[config.mk]
export PLATFORM = sky130hd
export DESIGN_NAME = ctst_div
export DESIGN_NICKNAME = d
export VERILOG_FILES = /design/src/hdl/ctst_pkg.sv /design/src/hdl/ctst_div.sv
export SDC_FILE = /design/constraint.sdc
export NUM_CORES = 1
export LEC_CHECK = 0
export ABC_AREA = 1
export BUFFER_PORTS_ARGS = -buffer_cell sky130_fd_sc_hd__buf_4
export CORE_UTILIZATION = 66
export CTS_CLUSTER_SIZE = 10
export DETAILED_ROUTE_END_ITERATION = 10
export PLACE_DENSITY = 0.84
export RECOVER_POWER = 50
export REMOVE_ABC_BUFFERS = 1
export SYNTH_ARGS = -nofsm -noshare
export SYNTH_HDL_FRONTEND = slang
export SYNTH_SLANG_ARGS = --single-unit
[constraint.sdc]
create_clock -name i_clk -period 8.8 [get_ports i_clk]
set_input_delay 0.88 -clock i_clk [delete_from_list [all_inputs] [get_ports i_clk]]
set_output_delay 0.88 -clock i_clk [all_outputs]
set_load 0.01 [all_outputs]
[src/hdl/ctst_pkg.sv]
// Shared types, constants and codes of the cooperative task scheduler table.
package ctst_pkg;

    localparam int MAX_ENTRIES = 16;
    localparam int TICK_MS     = 10;
    localparam int RESULT_CAP  = 16;
    localparam int IW          = (MAX_ENTRIES > 1) ? $clog2(MAX_ENTRIES) : 1;
    localparam int CW          = $clog2(MAX_ENTRIES + 1);
    localparam logic [7:0] PENDING_MAX = 8'hFF;

    // Reciprocal of the tick length: quotient = (x * DIV_MAGIC) >> (32 + DIV_SHIFT),
    // exact for every 32-bit dividend.
    localparam int DIV_SHIFT = $clog2(TICK_MS);
    localparam logic [32:0] DIV_MAGIC =
        33'(((64'd1 << (32 + DIV_SHIFT)) / 64'(TICK_MS)) + 64'd1);

    typedef enum logic [1:0] {
        MODE_TICK     = 2'd0,
        MODE_ADD      = 2'd1,
        MODE_DELETE   = 2'd2,
        MODE_DISPATCH = 2'd3
    } t_mode;

    typedef enum logic [2:0] {
        KIND_DONE    = 3'd0,
        KIND_FULL    = 3'd1,
        KIND_NO_SLOT = 3'd2,
        KIND_RUN     = 3'd3,
        KIND_NONE    = 3'd4
    } t_kind;

    typedef enum logic [2:0] {
        CMD_NONE  = 3'd0,
        CMD_TICK  = 3'd1,
        CMD_LOAD  = 3'd2,
        CMD_DEC   = 3'd3,
        CMD_SHIFT = 3'd4
    } t_op;

    typedef enum logic [3:0] {
        S_IDLE = 4'b0001,
        S_DIV  = 4'b0010,
        S_DISP = 4'b0100,
        S_EMIT = 4'b1000
    } t_state;

    typedef struct packed {
        t_mode       mode;
        logic [7:0]  task_tag;
        logic [31:0] delay_ms;
        logic [31:0] period_ms;
        logic [3:0]  slot_index;
    } t_in_item;

    typedef struct packed {
        t_kind      result_kind;
        logic [7:0] run_tag;
        logic [3:0] run_slot;
        logic [4:0] entry_count;
        logic       last;
    } t_out_item;

    typedef struct packed {
        logic [7:0]  tag;
        logic [31:0] delay;
        logic [31:0] period;
        logic [7:0]  pending;
    } t_entry;

    // Command broadcast along the row of cells.
    typedef struct packed {
        t_op           op;
        logic [IW-1:0] idx;
        logic [CW-1:0] total;
        t_entry        entry;
    } t_cmd;

endpackage

[src/hdl/ctst_div.sv]
// Division by the tick length through reciprocal multiplication.
module ctst_div (
    input  logic        i_clk,
    input  logic        i_rst_n,
    input  logic        i_start,
    input  logic [31:0] i_dividend,
    output logic        o_busy,
    output logic [31:0] o_quotient
);

    logic        r_busy;
    logic [64:0] r_prod;
    logic [31:0] r_quo;

    // Busy for the one cycle in which the product is scaled down.
    always_ff @(posedge i_clk) begin
        if (!i_rst_n) begin
            r_busy <= 1'b0;
        end else begin
            r_busy <= i_start;
        end
    end

    // Product and quotient carry no reset.
    always_ff @(posedge i_clk) begin
        if (i_start) begin
            r_prod <= 65'(i_dividend) * 65'(ctst_pkg::DIV_MAGIC);
        end
        if (r_busy) begin
            r_quo <= 32'(r_prod >> (32 + ctst_pkg::DIV_SHIFT));
        end
    end

    assign o_busy     = r_busy;
    assign o_quotient = r_quo;

endmodule

==> impl_metrics.json <==
{
  "status": "complete, but fails checks",
  "violations": "capacitance limit, slew limit",
  "route.detailed.drc": 0,
  "n_fill_cell": 2423,
  "period_minus_slack_ps": 7270,
  "cts.sinks": 59,
  "cts_tree": "built",
  "max_slew_margin_pct": -24.4,
  "async_flop_share_pct": 0,
  "max_freq_mhz": 138,
  "max_stage_delay_ps": 550,
  "fin_skew_ps": 4.96,
  "start_util_pct": 66.9,
  "vias": 15900,
  "syn_area_um2": 20500,
  "crit_path_end": "r_prod[56]$_DFFE_PP_",
  "maxCapViolCount": 2,
  "period_share_pct": 82.6,
  "gr-total-overflow": 0,
  "port_buffers": 64,
  "antenna_cells": 0,
  "wire_per_inst_um": 21.9,
  "finalWeightedCongestion": 1.07,
  "die_w_um": 178,
  "ios": 68,
  "clkTransAtPathRegs_ps": 50,
  "tightest_slew_ps": 1870,
  "fin_nets": 3198,
  "finalSetupViolations": 0,
  "dr.pass1.iters": 6,
  "yosysSeqAreaShare_pct": 8.61,
  "grt_max_degree": 31,
  "finalHoldViolations": 0,
  "synth_flop_cell": "edfxtp_1",
  "start_kind": "input pin",
  "synth_cells": 2359,
  "synth_area_per_cell_um2": 8.68,
  "hold_class": "reg -> reg",
  "layout-drive-gt1-share_pct": 5.71,
  "fin_tns_setup_ps": 0,
  "grt_pass1_vias": 17000,
  "antenna_found_initial": 0,
  "grt_use_total_pct": 42.2,
  "ant_nets": 0,
  "cts-root-buf": "clkbuf_16",
  "critical_path.top_delay_family": "adder cells",
  "synth-seq-cells": 59,
  "hold_ws_ps": 416,
  "cts_max_level": 3,
  "synth.area.top_cells": "fa_1, ha_1, inv_1",
  "startpoint": "i_dividend[19]",
  "wl_um": 62100,
  "critical_path.most_common_cell": "fa_1",
  "rsz0062_at_grt": "false",
  "place_ws_ps": 1350,
  "crit_required_ps": 8890,
  "r2r_end": "o_quotient[14]$_DFFE_PP_",
  "syn_to_final_growth_pct": 6.31,
  "critPathSlowestCell": "ha_1",
  "ctsLongestPathBuffers": 2,
  "synth_area_leader_cell": "fa_1",
  "synth_top_area_share_pct": 37.7,
  "rows": 64,
  "place_hpwl_um": 55700,
  "layout_setup_ws_ps": 1530,
  "layout.cells.non_filler": 2832,
  "r2r_slack_ps": 6860,
  "cp_num_buf_inv": 8,
  "cp_data_arrival_time_ps": 7360,
  "r2r_cells": 1,
  "cts_buffers": 9,
  "worstReg2RegStart": "o_busy$_SDFF_PN0_",
  "core_region_area_um2": 30600,
  "synth_common_cells": "inv_1, nand2_1, fa_1",
  "path_depth": 25,
  "cts.repair.resized": 0,
  "place_inst": 2816,
  "ys.warnings.count": 0,
  "cp-end-kind": "register",
  "grt_pass1_wl_um": 96200,
  "post_cts_buffers": 0,
  "die-area_um2": 31700,
  "drt_iter0_drc": 1362,
  "clkLatencyLatePin_ps": 330,
  "min_from": "r_prod[62]$_DFFE_PP_",
  "synth_edf_count": 58,
  "synthMostInstantiatedCell": "inv_1",
  "critPathKind": "in -> reg",
  "die_h_um": 178,
  "vias_per_cell": 5.61,
  "cp_max_fo": 5,
  "slew_viol_final": 62,
  "cts_hold_buf": 0,
  "ys_types": 33
}
-- stage by stage --
stage | util [%] | area [um2]
floorplan | - | 20400
global placement | 70.1 | 21400
detailed placement | 70.1 | 21400
CTS | 71.2 | 21800
global route | 71.2 | 21800
finish | 71.2 | 21800
-- flip-flops by register name, summed over array words and instances (netlist names) --
| signal | count |
|---|---|
| o_busy | 1 |
| o_quotient | 29 |
| r_prod | 29 |
-- layer usage --
layer / up-vias / GRT usage [%] / share of wire [%]
li1: 7178 / - / -
met2: 839 / 67.6 / 46
met1: 7664 / 53.5 / 38
met4: 0 / 25.4 / 7.3
met3: 200 / 7.33 / 8.6
met5: - / 0 / 0
-- cell families (layout without fill, tap and decap cells) --
| logic type | count (synthesis) | count (layout) | synth area share [%] |
|---|---|---|---|
| compound gates | 144 | 144 | 3.86 |
| other cells | 1 | 3 | 0.0183 |
| fa+ha+maj | 732 | 732 | 58.9 |
| buf+inv | 738 | 813 | 13.6 |
| simple gates | 639 | 639 | 13.1 |
| xor+xnor | 46 | 46 | 1.97 |
| flops | 59 | 59 | 8.61 |
-- cell type report --
cell class / count / area (um2) / area share, %
multi-input cells: 1564 / 15900 / 73.2
inverters: 732 / 2750 / 12.6
flip-flops and latches: 59 / 1760 / 8.09
well taps: 396 / 495 / 2.28
repair buffers: 65 / 480 / 2.21
clock buffers: 11 / 243 / 1.12
clock inverters: 5 / 100 / 0.460
-- cells in the final DEF (no fill, tap or decap), types with 2 or more instances in the layout --
cell         n
a21o_1      11
a21oi_1     77
buf_4       63
bufinv_16    3
clkbuf_1     3
clkbuf_16    9
clkinv_2     2
conb_1       3
edfxtp_1    58
fa_1       386
ha_1       346
inv_1      715
inv_2       17
nand2_1    432
nand2_2      8
nand3_1     51
nand4_1     11
nor2_1      89
nor2_2      19
nor2_4       2
nor3_1       9
nor3_2      10
o21ai_0     37
o21bai_1    15
o22ai_1      2
or2_2        3
xnor2_1      9
xor2_1      37
-- worst min path at each step --
stage,end,slack [ps],depth (start not counted)
after floorplan,o_quotient[0]$_DFFE_PP_,400,0
after global placement,o_quotient[21]$_DFFE_PP_,400,0
after detailed placement,o_quotient[26]$_DFFE_PP_,400,0
after CTS,o_quotient[26]$_DFFE_PP_,420,0
after global routing,o_quotient[2]$_DFFE_PP_,420,0
final,o_quotient[26]$_DFFE_PP_,420,0
Power is left out: the tool's default activity adds up to more than one toggle a clock period on the data nets, which glitch-free logic cannot reach.
