**src/hdl/ctst_pkg.sv**
```systemverilog
// Shared types, constants and codes of the cooperative task scheduler table.
package ctst_pkg;

    localparam int MAX_ENTRIES = 16;
    localparam int TICK_MS     = 10;
    localparam int RESULT_CAP  = 16;
    localparam int IW          = (MAX_ENTRIES > 1) ? $clog2(MAX_ENTRIES) : 1;
    localparam int CW          = $clog2(MAX_ENTRIES + 1);
    localparam logic [7:0] PENDING_MAX = 8'hFF;

    // Reciprocal of the tick length: quotient = (x * DIV_MAGIC) >> (32 + DIV_SHIFT),
    // exact for every 32-bit dividend.
    localparam int DIV_SHIFT = $clog2(TICK_MS);
    localparam logic [32:0] DIV_MAGIC =
        33'(((64'd1 << (32 + DIV_SHIFT)) / 64'(TICK_MS)) + 64'd1);

    typedef enum logic [1:0] {
        MODE_TICK     = 2'd0,
        MODE_ADD      = 2'd1,
        MODE_DELETE   = 2'd2,
        MODE_DISPATCH = 2'd3
    } t_mode;

    typedef enum logic [2:0] {
        KIND_DONE    = 3'd0,
        KIND_FULL    = 3'd1,
        KIND_NO_SLOT = 3'd2,
        KIND_RUN     = 3'd3,
        KIND_NONE    = 3'd4
    } t_kind;

    typedef enum logic [2:0] {
        CMD_NONE  = 3'd0,
        CMD_TICK  = 3'd1,
        CMD_LOAD  = 3'd2,
        CMD_DEC   = 3'd3,
        CMD_SHIFT = 3'd4
    } t_op;

    typedef enum logic [3:0] {
        S_IDLE = 4'b0001,
        S_DIV  = 4'b0010,
        S_DISP = 4'b0100,
        S_EMIT = 4'b1000
    } t_state;

    typedef struct packed {
        t_mode       mode;
        logic [7:0]  task_tag;
        logic [31:0] delay_ms;
        logic [31:0] period_ms;
        logic [3:0]  slot_index;
    } t_in_item;

    typedef struct packed {
        t_kind      result_kind;
        logic [7:0] run_tag;
        logic [3:0] run_slot;
        logic [4:0] entry_count;
        logic       last;
    } t_out_item;

    typedef struct packed {
        logic [7:0]  tag;
        logic [31:0] delay;
        logic [31:0] period;
        logic [7:0]  pending;
    } t_entry;

    // Command broadcast along the row of cells.
    typedef struct packed {
        t_op           op;
        logic [IW-1:0] idx;
        logic [CW-1:0] total;
        t_entry        entry;
    } t_cmd;

endpackage

```
**src/hdl/ctst_cell.sv**
```systemverilog
// One table cell: holds a single task entry and acts on the broadcast command.
module ctst_cell (
    input  logic                    i_clk,
    input  ctst_pkg::t_cmd          i_cmd,
    input  logic [ctst_pkg::IW-1:0] i_pos,
    input  ctst_pkg::t_entry        i_next,
    output ctst_pkg::t_entry        o_entry
);

    ctst_pkg::t_entry r_entry;
    ctst_pkg::t_entry n_entry;

    // Next entry according to the command and this cell's position.
    always_comb begin
        n_entry = r_entry;
        case (i_cmd.op)
            ctst_pkg::CMD_TICK: begin
                if (32'(i_pos) < 32'(i_cmd.total)) begin
                    if (r_entry.delay != 32'd0) begin
                        n_entry.delay = r_entry.delay - 32'd1;
                    end else begin
                        n_entry.delay = r_entry.period;
                        if (r_entry.pending != ctst_pkg::PENDING_MAX) begin
                            n_entry.pending = r_entry.pending + 8'd1;
                        end
                    end
                end
            end
            ctst_pkg::CMD_LOAD: begin
                if (i_pos == i_cmd.idx) begin
                    n_entry = i_cmd.entry;
                end
            end
            ctst_pkg::CMD_DEC: begin
                if (i_pos == i_cmd.idx) begin
                    n_entry.pending = r_entry.pending - 8'd1;
                end
            end
            ctst_pkg::CMD_SHIFT: begin
                if (i_pos >= i_cmd.idx) begin
                    n_entry = i_next;
                end
            end
            default: begin
                n_entry = r_entry;
            end
        endcase
    end

    always_ff @(posedge i_clk) begin
        r_entry <= n_entry;
    end

    assign o_entry = r_entry;

endmodule

```
**config.mk**
```make
export PLATFORM = sky130hd
export DESIGN_NAME = ctst_cell
export DESIGN_NICKNAME = d
export VERILOG_FILES = /design/src/hdl/ctst_pkg.sv /design/src/hdl/ctst_cell.sv
export SDC_FILE = /design/constraint.sdc
export NUM_CORES = 1
export LEC_CHECK = 0
export BUFFER_PORTS_ARGS = -buffer_cell sky130_fd_sc_hd__buf_2
export CORE_UTILIZATION = 27
export DETAILED_ROUTE_END_ITERATION = 12
export GPL_ROUTABILITY_DRIVEN = 0
export SLEW_MARGIN = 10
export SYNTH_ARGS = -nofsm -noshare
export SYNTH_HDL_FRONTEND = slang
export SYNTH_SLANG_ARGS = --single-unit
```
**constraint.sdc**
```tcl
create_clock -name i_clk -period 7.1 [get_ports i_clk]
set_input_delay 0.355 -clock i_clk [delete_from_list [all_inputs] [get_ports i_clk]]
set_output_delay 0.355 -clock i_clk [all_outputs]
set_load 0.005 [all_outputs]
```
==> results.py, run 1 <==
metrics = {
    "logic_synthesis": {
        "synth_fp_nets": 644,
        "synthFlopType": "edfxtp_1",
        "synthArstFlopShare_pct": 0,
        "yosysUniqueCellTypes": 51,
        "synth_edf_count": 80,
        "yosysWarnings": 0,
        "yosysSeqAreaShare_pct": 48.2,
        "netlist_area_um2": 4990,
        "avgSynthCellArea_um2": 11.1,
        "synthDominantCellAreaShare_pct": 48.2,
        "syn_inst": 451,
        "yosys.area.top_type": "edfxtp_1",
        "synth_seq_cells": 80,
        "synthTopCellsByArea": "edfxtp_1, mux2_2, o21ai_0",
    },
    "sta": {
        "hold-worst-slack_ns": 0.304,
        "rsz0062_at_grt": "no",
        "maxSlewViolCount": 0,
        "period_needed_ns": 3.48,
        "max_freq_ghz": 0.287,
        "worst_slack_ns": 3.62,
        "fin_crit_sh_pct": 49.0,
        "fin_worst_skew_ns": 0.00640,
        "worst-slew-pin-transition_ns": 1.17,
        "hold_viol": 0,
        "relSlewSlack_pct": 21.9,
        "tns_ns": 0,
        "setup_violations": 0,
    },
    "critical_path": {
        "critical_path.slowest_cell": "or4_1",
        "path_cells": "or4_1 > nand4bb_4 > or4_1 > buf_4 > nor3_2 > a211oi_1 > nor2_2",
        "cpMostUsedCell": "or4_1",
        "crit_arrival_ns": 3.49,
        "crit_type": "flop to flop",
        "cp_top_family": "simple AND/OR/NAND/NOR gates",
        "end_kind": "flop",
        "worst_r2r_path_depth": 7,
        "path_max_fanout": 22,
        "crit_path_start_kind": "flop",
        "cp.required_ns": 7.11,
        "cp_num_buf_inv": 1,
        "cp.depth": 7,
        "cpPeakStageDelay_ns": 0.75,
    },
    "clock_network": {
        "cts_root_buf": "clkbuf_16",
        "clk_latency_ns": 0.35,
        "cts_setup_buffers": 0,
        "cts_tree": "done",
        "cts_buffers": 9,
        "hold_buffers": 0,
        "clk_transition_reported_paths_ns": 0.06,
        "ctsResizeCount": 0,
        "htreeDepth": 3,
        "clockBufferDepth": 2,
        "clock_sinks": 80,
    },
    "pwr": {
        "finalPower_w": 0.00138,
        "pwr-share-comb_pct": 18.0,
        "ir_worst_vdd_v": 0.000108,
        "swShare_pct": 26.4,
        "p_int_w": 0.00101,
        "pwr-share-seq_pct": 44.7,
        "powerDensity_nw_per_um2": 202,
        "p_switching_w": 0.000363,
        "clkPwrFrac_pct": 37.3,
        "p_leak_nw": 2.80,
    },
    "finish": {
        "num-nets-final": 890,
        "largest_register_ffs": 80,
        "antennaDiodeCount": 0,
        "drive_above_1_share_pct": 47.3,
        "syn_to_final_growth_pct": 36.9,
        "fillers": 1845,
        "finalNonFillerCells": 931,
    },
    "die": {
        "die-area_um2": 19000,
        "die_w_um": 138,
        "start_util_pct": 27.7,
        "core-area_um2": 18000,
        "rows": 49,
        "die_h_um": 138,
        "io_pins": 257,
    },
    "run": {
        "cap_violations": 0,
    },
    "hold_path": {
        "hp-class": "input pin to flop",
        "hold_depth": 2,
    },
    "global_route": {
        "grt_pass1_vias": 4472,
        "grt_pass1_wl_mm": 24.0,
        "grt_max_degree": 56,
        "grt_antenna_before_repair": 0,
        "grtUsageTotal_pct": 17.1,
        "grt_overflow": 0,
    },
    "place": {
        "dp_hpwl_mm": 12.2,
        "place_inst": 915,
        "dp_slack_ns": 3.58,
        "placement.io_buffers": 256,
    },
    "route": {
        "drtIter0Drc": 229,
        "vias": 4575,
        "wl_per_cell_um": 17.1,
        "finalWirelength_mm": 16.0,
        "drc": 0,
        "vias_per_cell": 4.91,
        "ant_nets": 0,
        "firstDrtPassIters": 5,
    },
    "status": {
        "status": "finished clean",
    },
}
power groups by stage:
stage	clock network (W)	logic (W)	registers, W
after floorplan	0	0.000119	0.000623
after global placement	0	0.000250	0.000624
after detailed placement	0	0.000251	0.000626
after CTS	0.000526	0.000253	0.000616
after global routing	0.000545	0.000279	0.000623
final	0.000514	0.000248	0.000616
layer usage:
layer,wire length [um],track usage [%],part of all wire [%],vias up
met2,7710,29.0,48,165
met5,0,0,0,-
met4,239,6.34,1.5,0
met1,6910,21.2,43,2134
met3,1100,3.80,6.9,15
li1,-,-,-,2261
cells by family after synthesis:
logic type / synth area share [%]
and+or+nand+nor: 12.0
adders and majority gates: 4.16
buffers and inverters: 3.76
muxes: 9.03
xor gates and xnor gates: 4.92
AOI/OAI and AO/OA: 18.0
DFF: 48.2
Yosys cell counts, drive strengths merged (2+ instances only):
cell type  instances
edfxtp            80
o21ai             53
mux2              40
nor2              23
a22oi             20
clkbuf            19
nor3              18
inv               17
nand2             17
a21oi             16
ha                15
xnor2             15
xor2              13
a221o             12
a31oi             11
nand3             10
a22o               8
buf                8
nor4               7
nand4              5
or4                5
a211oi             4
o31ai              4
a21o               3
and3               3
nor2b              3
nor3b              3
and4               2
o21a               2
or3b               2
stage by stage:
stage	cell area [um2]	utilization [%]
5_1_grt	6830	37.9
6_report	6830	37.9
3_5_place_dp	6510	36.1
4_1_cts	6830	37.9
3_3_place_gp	6510	36.1
2_1_floorplan	4990	-
worst paths after layout:
path	startpoint	to	slack, ns
hold reg to reg	o_entry[27]	o_entry[59]	0.58
setup / recovery	o_entry[52]	o_entry[6]	3.62
setup reg to reg	o_entry[52]	o_entry[6]	3.62
hold / removal	i_next[33]	o_entry[33]	0.30
cells in the final DEF, fill, tap and decap left out, types with 4 or more instances in the layout:
cell and n:
nor4_1 6, o21ai_0 41, xor2_1 13, nor2_1 20, buf_2 256, a22oi_1 20
nand4_1 5, or4_1 5, nor3_1 17, clkbuf_16 9, a31oi_1 11, o31ai_1 4
a21oi_1 15, mux2_2 40, a22o_1 8, xnor2_1 15, buf_4 6, nand3_1 10
edfxtp_1 80, inv_1 17, nand2_1 17, ha_1 15, o21ai_1 12, a221o_1 12
final cells by class:
type / count / area (um2) / area share [%]
clock buffers: 10 / 229 / 3.35
clock inverters: 6 / 92.6 / 1.36
inverters: 17 / 63.8 / 0.934
multi-input cells: 327 / 2430 / 35.6
flip-flops and latches: 80 / 2400 / 35.2
well taps: 229 / 287 / 4.19
repair buffers: 262 / 1330 / 19.4
(Power assumes the default switching activity.)
==> run 2: changes to the inputs <==
Clock period 7.1 ns to 2.8 ns, I/O delays scaled along.
==> run 2 against run 1 <==
Non-clock buffer count grew 23. Register-to-register slack lost 3.5 ns. Via count grew 1.9%. Critical endpoint is now o_entry[3]. Die area is the same. Worst hold slack lost 0.22 ns. Sequential power grew 150%.
==> results.py, run 2 (synthesis gave the netlist of run 1 again) <==
metrics = {
    "sta": {
        "hold_viol": 0,
        "fin_crit_sh_pct": 95.2,
        "max_freq_ghz": 0.375,
        "relSlewSlack_pct": 31.1,
        "hold-worst-slack_ns": 0.0844,
        "worst-slew-pin-transition_ns": 1.03,
        "setup_violations": 0,
        "period_needed_ns": 2.67,
        "fin_worst_skew_ns": 0.00490,
        "maxSlewViolCount": 0,
        "rsz0062_at_grt": "no",
        "tns_ns": 0,
    },
    "finish": {
        "final_area_um2": 7030,
        "fin_util_pct": 39.0,
        "largest_register_ffs": 80,
        "ff_latch_area_um2": 2400,
        "fillers": 1823,
        "final_cell_mix": "buf_2, edfxtp_1, o21ai_0, mux2_2, buf_4",
        "final_common_cell": "buf_2",
        "drive_above_1_share_pct": 49.2,
        "multiInputGateArea_um2": 2450,
        "syn_to_final_growth_pct": 40.9,
        "num-nets-final": 913,
    },
    "die": {
        "die-area_um2": 19000,
        "start_util_pct": 27.7,
        "core-area_um2": 18000,
        "io_pins": 257,
        "rows": 49,
        "die_h_um": 138,
        "die_w_um": 138,
    },
    "pwr": {
        "powerDensity_nw_per_um2": 497,
        "ir_worst_vdd_v": 0.000255,
        "p_leak_nw": 2.93,
        "swShare_pct": 25.9,
        "clkPwrFrac_pct": 36.2,
        "p_int_w": 0.00259,
        "pwr-share-comb_pct": 19.8,
        "finalPower_w": 0.00349,
        "pwr-share-seq_pct": 44.0,
        "p_switching_w": 0.000905,
    },
    "place": {
        "placement.io_buffers": 256,
        "dp_hpwl_mm": 12.8,
        "place_area_um2": 6700,
    },
    "clock_network": {
        "htreeDepth": 3,
        "clock_sinks": 80,
        "clk_transition_reported_paths_ns": 0.06,
        "clockBufferDepth": 2,
        "cts_root_buf": "clkbuf_16",
        "clk_latency_ns": 0.35,
        "cts_buffers": 9,
        "cts_tree": "done",
    },
    "critical_path": {
        "crit_type": "flop to flop",
        "end_kind": "flop",
        "crit_path_start_kind": "flop",
        "crit_arrival_ns": 2.70,
        "cp.required_ns": 2.84,
        "path_max_fanout": 22,
    },
    "global_route": {
        "grt_pass1_vias": 4474,
        "grt_overflow": 0,
        "grt_max_degree": 54,
        "grtUsageTotal_pct": 17.3,
        "grt_antenna_before_repair": 1,
        "grt_pass1_wl_mm": 24.2,
    },
    "route": {
        "firstDrtPassIters": 4,
        "vias_per_cell": 4.88,
        "ant_nets": 0,
        "drc": 0,
        "vias": 4664,
        "finalWirelength_mm": 16.4,
        "wl_per_cell_um": 17.1,
        "drtIter0Drc": 165,
    },
    "run": {
        "cap_violations": 0,
    },
    "status": {
        "status": "finished clean",
    },
    "hold_path": {
        "hp-class": "input pin to flop",
    },
}
## run 2: worst max-delay path: stages, from the launching register on
cell	delay, ns
edfxtp_1	0.38
or4_1	0.56
nand4bb_4	0.28
or4_4	0.45
buf_6	0.19
nor3_2	0.20
a211oi_2	0.08
nor2_4	0.21
## run 2: layout make-up
cell class / count / area share, %
Multi-Input combinational cell: 327 / 34.8
Inverter: 17 / 0.908
Clock buffer: 9 / 3.20
Timing Repair Buffer: 285 / 21.6
Sequential cell: 80 / 34.2
Antenna cell: 1 / 0.0356
Clock inverter: 7 / 1.23
Tap cell: 229 / 4.08
## run 2: power groups by stage
stage / Combinational (W) / Sequential, W / Clock, W
after floorplan: 0.000307 / 0.00158 / 0
final: 0.000692 / 0.00154 / 0.00126
after global placement: 0.000695 / 0.00156 / 0
after global routing: 0.000772 / 0.00155 / 0.00135
after CTS: 0.000704 / 0.00154 / 0.00130
after detailed placement: 0.000701 / 0.00156 / 0
## run 2: worst paths after layout
| kind | cells past startpoint | slack [ns] | to | start |
|---|---|---|---|---|
| hold / removal | 2 | 0.08 | o_entry[17] | i_next[17] |
| hold reg to reg | 2 | 0.57 | o_entry[58] | o_entry[26] |
| setup reg to reg | 7 | 0.13 | o_entry[3] | o_entry[55] |
| setup / recovery | 7 | 0.13 | o_entry[3] | o_entry[55] |
## run 2: stage by stage
| stage | worst slack, ns | std cells |
|---|---|---|
| after floorplan | 0.00462 | 451 |
| after global placement | 0.119 | 938 |
| after detailed placement | 0.0530 | 938 |
| after CTS | 0.0345 | 954 |
| after global routing | 0.00166 | 954 |
| final | 0.133 | 955 |
## run 2: layer usage
layer | part of all wire (%) | track usage (%)
met3 | 6.2 | 4.75
met4 | 2.3 | 7.25
met1 | 43 | 20.4
met2 | 49 | 29.6
met5 | 0 | 0
## run 2: timing repair
action / 4_1_cts / 5_1_grt
setup endpoints to repair: 0 / 9
buffers inserted: 0 / 0
hold buffers: 0 / 0
resized for setup: 0 / 3
